[src/rtl/core/gnt_pkg.sv]
`default_nettype none
// ----------------------------------------------------------------------------
// gnt_pkg
// Shared types, constants and helpers for the Gauss-Newton trilateration core.
// ----------------------------------------------------------------------------
package gnt_pkg;

    localparam int ANCHORS   = 3;
    localparam int FRAC_BITS = 16;
    // fraction bits of Jacobian, normal matrix and pivot multiplier
    localparam int JSH       = 29;

    localparam logic [63:0] LIMQ = 64'h4000_0000_0000_0000;
    // coordinates below about 1e-4 snap to zero
    localparam logic [63:0] SNAP_LIMIT =
        64'(((64'd1 << FRAC_BITS) + 64'd5000) / 64'd10000);

    typedef enum logic [1:0] {
        REG_START_X  = 2'd0,
        REG_START_Y  = 2'd1,
        REG_MAX_ITER = 2'd2,
        REG_STEP_TOL = 2'd3
    } gnt_reg_t;

    typedef enum logic [1:0] {
        STAT_CONV  = 2'd0,
        STAT_LIMIT = 2'd1,
        STAT_SING  = 2'd2
    } gnt_status_t;

    typedef enum logic [1:0] {
        OP_MUL  = 2'd0,
        OP_DIV  = 2'd1,
        OP_SQRT = 2'd2
    } gnt_op_t;

    typedef enum logic [4:0] {
        ST_IDLE,
        ST_ITER,
        ST_SQRT,
        ST_DIVX,
        ST_DIVY,
        ST_M00,
        ST_M01,
        ST_M11,
        ST_MG0,
        ST_MG1,
        ST_PIVOT,
        ST_DIVM,
        ST_U11,
        ST_G1,
        ST_D1,
        ST_T,
        ST_D0,
        ST_UPD,
        ST_DONE
    } gnt_state_t;

    typedef struct packed {
        logic signed [31:0] anchor_a_x;
        logic signed [31:0] anchor_a_y;
        logic        [30:0] anchor_a_range;
        logic signed [31:0] anchor_b_x;
        logic signed [31:0] anchor_b_y;
        logic        [30:0] anchor_b_range;
        logic signed [31:0] anchor_c_x;
        logic signed [31:0] anchor_c_y;
        logic        [30:0] anchor_c_range;
    } gnt_in_t;

    typedef struct packed {
        logic signed [31:0] pos_x;
        logic signed [31:0] pos_y;
        logic        [7:0]  iterations_used;
        logic        [1:0]  status;
    } gnt_out_t;

    typedef struct packed {
        logic               start;
        gnt_op_t            op;
        logic signed [63:0] opa;
        logic signed [63:0] opb;
    } gnt_alu_req_t;

    typedef struct packed {
        logic               done;
        logic signed [63:0] result;
    } gnt_alu_rsp_t;

    function automatic logic [63:0] mag64(input logic signed [63:0] v);
        return v[63] ? 64'(~v + 64'sd1) : 64'(v);
    endfunction

endpackage
`default_nettype wire

[src/rtl/core/gnt_alu.sv]
`default_nettype none
// ----------------------------------------------------------------------------
// gnt_alu
// Shared multi-cycle unit: saturating Q29 multiply (four 32x32 partial
// products), restoring Q29 divide (one quotient bit per cycle) and integer
// square root of a^2 + b^2 (one result bit per cycle).
// ----------------------------------------------------------------------------
module gnt_alu
    import gnt_pkg::*;
(
    input  logic         clk,
    input  logic         rst_n,
    input  gnt_alu_req_t req,
    output gnt_alu_rsp_t rsp
);

    localparam logic [6:0] DIV_LAST = 7'(63 + JSH);
    localparam logic [6:0] MUL_LAST = 7'd5;
    localparam logic [6:0] SQ_FIRST = 7'd3;

    logic          busy_reg, busy_next;
    gnt_op_t       op_reg, op_next;
    logic [6:0]    cnt_reg, cnt_next;
    logic [63:0]   ua_reg, ua_next;
    logic [63:0]   ub_reg, ub_next;
    logic          neg_reg, neg_next;
    logic [127:0]  acc_reg, acc_next;
    logic [63:0]   pp_reg;
    logic [63:0]   rem_reg, rem_next;
    logic [63:0]   q_reg, q_next;
    logic [63:0]   sbit_reg, sbit_next;
    logic          done_reg, done_next;
    logic [63:0]   result_reg, result_next;

    logic [31:0]   mul_a, mul_b;
    logic [63:0]   prod;
    logic [127:0]  pp_shifted;
    logic [64:0]   rem_sh;
    logic          rem_ge;
    logic [63:0]   q_step;
    logic [63:0]   mul_q;
    logic [63:0]   sq_trial;
    logic          fin;
    logic [63:0]   fin_q;

    // partial product select
    always_comb
    begin
        mul_a = '0;
        mul_b = '0;
        case (op_reg)
            OP_MUL:
            begin
                mul_a = cnt_reg[1] ? ua_reg[63:32] : ua_reg[31:0];
                mul_b = cnt_reg[0] ? ub_reg[63:32] : ub_reg[31:0];
            end
            OP_SQRT:
            begin
                mul_a = cnt_reg[0] ? ub_reg[31:0] : ua_reg[31:0];
                mul_b = mul_a;
            end
            default:
            begin
                mul_a = '0;
                mul_b = '0;
            end
        endcase
    end

    assign prod = 64'(mul_a) * 64'(mul_b);

    always_comb
    begin
        pp_shifted = {64'd0, pp_reg};
        if (op_reg == OP_MUL)
        begin
            case (cnt_reg)
                7'd2, 7'd3: pp_shifted = {32'd0, pp_reg, 32'd0};
                7'd4:       pp_shifted = {pp_reg, 64'd0};
                default:    pp_shifted = {64'd0, pp_reg};
            endcase
        end
    end

    assign rem_sh   = {rem_reg, ua_reg[63]};
    assign rem_ge   = rem_sh >= {1'b0, ub_reg};
    assign q_step   = {q_reg[62:0], rem_ge};
    assign sq_trial = q_reg + sbit_reg;

    always_comb
    begin
        if (acc_reg[127:93] != '0)
            mul_q = LIMQ;
        else if (acc_reg[92:29] > LIMQ)
            mul_q = LIMQ;
        else
            mul_q = acc_reg[92:29];
    end

    always_comb
    begin
        busy_next   = busy_reg;
        op_next     = op_reg;
        cnt_next    = cnt_reg;
        ua_next     = ua_reg;
        ub_next     = ub_reg;
        neg_next    = neg_reg;
        acc_next    = acc_reg;
        rem_next    = rem_reg;
        q_next      = q_reg;
        sbit_next   = sbit_reg;
        done_next   = 1'b0;
        result_next = result_reg;
        fin         = 1'b0;
        fin_q       = q_reg;

        if (!busy_reg)
        begin
            if (req.start)
            begin
                busy_next = 1'b1;
                op_next   = req.op;
                cnt_next  = '0;
                acc_next  = '0;
                rem_next  = '0;
                q_next    = '0;
                sbit_next = LIMQ;
                if (req.op == OP_SQRT)
                begin
                    ua_next  = 64'(req.opa);
                    ub_next  = 64'(req.opb);
                    neg_next = 1'b0;
                end
                else
                begin
                    ua_next  = mag64(req.opa);
                    ub_next  = mag64(req.opb);
                    neg_next = req.opa[63] ^ req.opb[63];
                end
            end
        end
        else
        begin
            cnt_next = cnt_reg + 7'd1;
            case (op_reg)
                OP_MUL:
                begin
                    if (cnt_reg != '0 && cnt_reg < MUL_LAST)
                        acc_next = acc_reg + pp_shifted;
                    if (cnt_reg == MUL_LAST)
                    begin
                        fin   = 1'b1;
                        fin_q = mul_q;
                    end
                end
                OP_SQRT:
                begin
                    if (cnt_reg == 7'd1 || cnt_reg == 7'd2)
                        acc_next = acc_reg + pp_shifted;
                    else if (cnt_reg >= SQ_FIRST)
                    begin
                        if (sbit_reg == '0)
                        begin
                            fin   = 1'b1;
                            fin_q = q_reg;
                        end
                        else
                        begin
                            if (acc_reg[63:0] >= sq_trial)
                            begin
                                acc_next = {64'd0, acc_reg[63:0] - sq_trial};
                                q_next   = (q_reg >> 1) + sbit_reg;
                            end
                            else
                                q_next = q_reg >> 1;
                            sbit_next = sbit_reg >> 2;
                        end
                    end
                end
                OP_DIV:
                begin
                    rem_next = rem_ge ? 64'(rem_sh - {1'b0, ub_reg}) : rem_sh[63:0];
                    ua_next  = ua_reg << 1;
                    q_next   = q_step;
                    if (q_step > LIMQ)
                    begin
                        fin   = 1'b1;
                        fin_q = LIMQ;
                    end
                    else if (cnt_reg == DIV_LAST)
                    begin
                        fin   = 1'b1;
                        fin_q = q_step;
                    end
                end
                default:
                begin
                    fin   = 1'b1;
                    fin_q = '0;
                end
            endcase
            if (fin)
            begin
                busy_next   = 1'b0;
                done_next   = 1'b1;
                result_next = neg_reg ? 64'(~fin_q + 64'd1) : fin_q;
            end
        end
    end

    always_ff @(posedge clk or negedge rst_n)
    begin
        if (!rst_n)
        begin
            busy_reg <= 1'b0;
            done_reg <= 1'b0;
        end
        else
        begin
            busy_reg <= busy_next;
            done_reg <= done_next;
        end
    end

    always_ff @(posedge clk)
    begin
        op_reg     <= op_next;
        cnt_reg    <= cnt_next;
        ua_reg     <= ua_next;
        ub_reg     <= ub_next;
        neg_reg    <= neg_next;
        acc_reg    <= acc_next;
        pp_reg     <= prod;
        rem_reg    <= rem_next;
        q_reg      <= q_next;
        sbit_reg   <= sbit_next;
        result_reg <= result_next;
    end

    assign rsp.done   = done_reg;
    assign rsp.result = result_reg;

endmodule
`default_nettype wire

[config.mk]
export PLATFORM = sky130hd
export DESIGN_NAME = gnt_alu
export DESIGN_NICKNAME = d
export VERILOG_FILES = /design/src/rtl/core/gnt_pkg.sv /design/src/rtl/core/gnt_alu.sv
export SDC_FILE = /design/constraint.sdc
export NUM_CORES = 2
export LEC_CHECK = 0
export BUFFER_PORTS_ARGS = -buffer_cell sky130_fd_sc_hd__buf_2
export CAP_MARGIN = 15
export CORE_ASPECT_RATIO = 1.25
export CORE_UTILIZATION = 50
export CTS_CLUSTER_SIZE = 16
export DETAILED_ROUTE_END_ITERATION = 10
export PLACE_DENSITY = 0.66
export SKIP_CTS_REPAIR_TIMING = 1
export SYNTH_ARGS = -nofsm -noshare
export SYNTH_HDL_FRONTEND = slang
export SYNTH_SLANG_ARGS = --single-unit
[constraint.sdc]
create_clock -name clk -period 28.9 [get_ports clk]
set_clock_uncertainty 0.1 [all_clocks]
set_input_delay 4.335 -clock clk [delete_from_list [all_inputs] [get_ports clk]]
set_output_delay 4.335 -clock clk [all_outputs]
set_load 0.05 [all_outputs]
==> flow_summary_export.csv <==
group,metric,value,unit
synthesis,synth_compound_area_share,17.0,%
min_path,hold_class,"reg -> reg",
flow_run,cap_violations,0,
critical_path,ff2ff_path_depth,35,
critical_path,cp-start-kind,"flip-flop",
routing,drt_iter0_drc,7531,
outcome,status,"completed",
synthesis,yosys.area.top_type,"fa_1",
synthesis,yosysUniqueCellTypes,97,
synthesis,avgSynthCellArea,8.51,um2
timing,maxSlewHeadroom,14.5,%
timing,drv_slew,0,
grt,grt_pass1_vias,72939,
synthesis,muxShareOfSynthArea,0.579,%
cts,clock_sinks,556,
timing,rsz0062_at_grt,"no",
floorplan,pin_count,198,
cts,cts_tree,"built",
floorplan,std_cell_rows,164,
synthesis,yosys-top-cells-area,"fa_1, edfxtp_1, ha_1",
floorplan,die-width,361,um
cts,htree_levels,3,
cts,numCtsBuffers,68,
grt,overflow,0,
critical_path,critPathSlowestCell,"o21a_1",
synthesis,yosys_warnings,0,
layout,fin_nets,10981,
critical_path,critPathArrivalTime,11.61,ns
grt,antenna_found_initial,14,
layout,fillers,14835,
grt,gr-usage-all-layers,38.9,%
synthesis,synth_fa_ha_area_share,31.6,%
critical_path,crit_buf_inv,9,
placement,portBuffers,197,
critical_path,crit_path_end_kind,"flip-flop",
grt,grt_first_pass_wirelength,468000,um
cts,cts_buffer_depth,3,
timing,finalCritPeriodShare,38.5,%
timing,worst_pin_slew,1.28,ns
synthesis,synth_most_common_cell,"nand2_1",
critical_path,cp_common_cell,"fa_1",
synthesis,async_flop_share,0.360,%
synthesis,synth_xor_area_share,6.53,%
critical_path,path_class,"reg -> reg",
layout,largest_reg_flops,128,
min_path,holdPathStages,2,
synthesis,synth_top_area_share,22.4,%
timing,finalSetupTns,0,ns
synthesis,synth_common_cells,"nand2_1, nor2_1, inv_1, fa_1, ha_1",
synthesis,synth_seq_cells,556,
synthesis,syn_inst,9447,
floorplan,initial_utilization,50.3,%
timing,setup_slack,17.76,ns
cts,cts-root-buf,"clkbuf_16",
routing,via_count,72340,
timing,hold_violations,0,
critical_path,rrSetupSlack,17.76,ns
synthesis,synth-simple-area-share,17.0,%
synthesis,synth_enable_flop_cells,490,
floorplan,die_h,450,um
placement,dp_cells,11356,
routing,drc,0,
synthesis,synth_top_family_by_area,"adder cells",
placement,routabilityCongestion,1.02,
layout,instances_no_fill,11497,
routing,wl,318000,um
floorplan,coreArea,0.160,mm2
cts,path_clk_slew,0.06,ns
timing,max_freq,0.0898,GHz
grt,grt_max_degree,113,
critical_path,cpLargestDelayFamily,"adder cells",
floorplan,dieArea,0.162,mm2
synthesis,synth_area,0.0804,mm2
routing,vias_per_cell,6.29,
critical_path,worstReg2RegStart,"op_reg[1]",
min_path,hold_end,"ua_reg[62]",
timing,finalSetupViolCount,0,
cts,insertion_delay,0.74,ns
layout,syn2layout_area_growth,7.39,%
critical_path,critPathMaxStageDelay,1.03,ns
placement,dp_slack,17.76,ns
routing,dr.pass1.iters,10,
routing,ant_nets,0,
synthesis,yosysSeqAreaShare,19.9,%
synthesis,syn_nets,11070,
timing,period_needed,11.14,ns
min_path,hold_path_startpoint,"ua_reg[61]",
layout,drive_gt1_share,6.69,%
routing,wire_per_inst,27.6,um
critical_path,r2r_end,"pp_reg[59]",
critical_path,critical_path_required,29.38,ns
placement,place_hpwl,246000,um
synthesis,synth-main-ff-cell,"edfxtp_1",
critical_path,path_max_fanout,31,
placed cells by master (no fill, tap or decap), types with 70 or more instances in the layout:
cell,instances
o21ai_0,399
a211oi_1,87
a21o_1,211
buf_2,198
nand4_1,114
nand3_1,107
a21oi_1,567
inv_1,1053
edfxtp_1,490
xor2_1,291
fa_1,899
clkbuf_16,70
ha_1,591
xnor2_1,309
and2_1,154
a22o_1,81
nand2b_1,76
nor3_1,90
o21bai_1,79
a31oi_1,92
o21a_1,75
buf_4,171
nand2_1,1128
nor2_1,1061
cell families (layout without fill, tap and decap cells):
family | Yosys count | in the layout
xor+xnor | 600 | 600
mux | 46 | 46
flops | 556 | 556
fa+ha+maj | 1490 | 1490
compound gates | 2094 | 2094
other cells | 0 | 11
buf+inv | 1590 | 1554
simple gates | 3071 | 3071
layout make-up:
type                    instances  area, um2  share of cell area [%]
multi-input cells            7301      58800                    68.1
diodes                         11       27.5                  0.0319
flip-flops and latches        556      16000                    18.6
well taps                    2075       2600                    3.01
clock inverters                48        693                   0.802
clock buffers                  75       1790                    2.07
inverters                    1055       3970                    4.59
repair buffers                376       2410                    2.80
through the flow:
stage          utilization (%)  hold slack (ns)  instance area, um2
6_report                  54.0            0.476               86400
5_1_grt                   54.0            0.507               86400
4_1_cts                   53.9            0.465               86200
3_5_place_dp              52.4            0.463               83700
3_3_place_gp              52.4            0.453               83700
2_1_floorplan                -            0.425               80400
worst max-delay path by stage:
stage               start  slack, ns         end  depth (start not counted)
6_report        op_reg[1]      17.76  pp_reg[59]                         35
5_1_grt         op_reg[1]      17.28  pp_reg[62]                         34
4_1_cts        cnt_reg[0]      17.71  pp_reg[62]                         31
3_5_place_dp   cnt_reg[0]      17.76  pp_reg[59]                         33
3_3_place_gp   cnt_reg[0]      17.93  pp_reg[62]                         33
2_1_floorplan    req[130]      15.32  acc_reg[0]                          3
per-layer routing:
layer,global-route usage (%),up-vias,routed length (um)
met5,0,-,45
met4,31.7,6,30800
met3,9.50,1198,30200
met2,63.3,3908,146000
met1,43.3,35462,111000
li1,-,31766,-
worst register-to-register path: cells and delay by family, from the launching register on:
family	cells	cell delay [ns]
fa+ha+maj	9	4.48
buf+inv	9	1.46
simple gates	3	0.83
flops	1	0.35
xor+xnor	1	0.14
compound gates	13	3.62
Power is not shown: default switching activity piles up to over one toggle a cycle in this logic, so the estimate is an artifact.
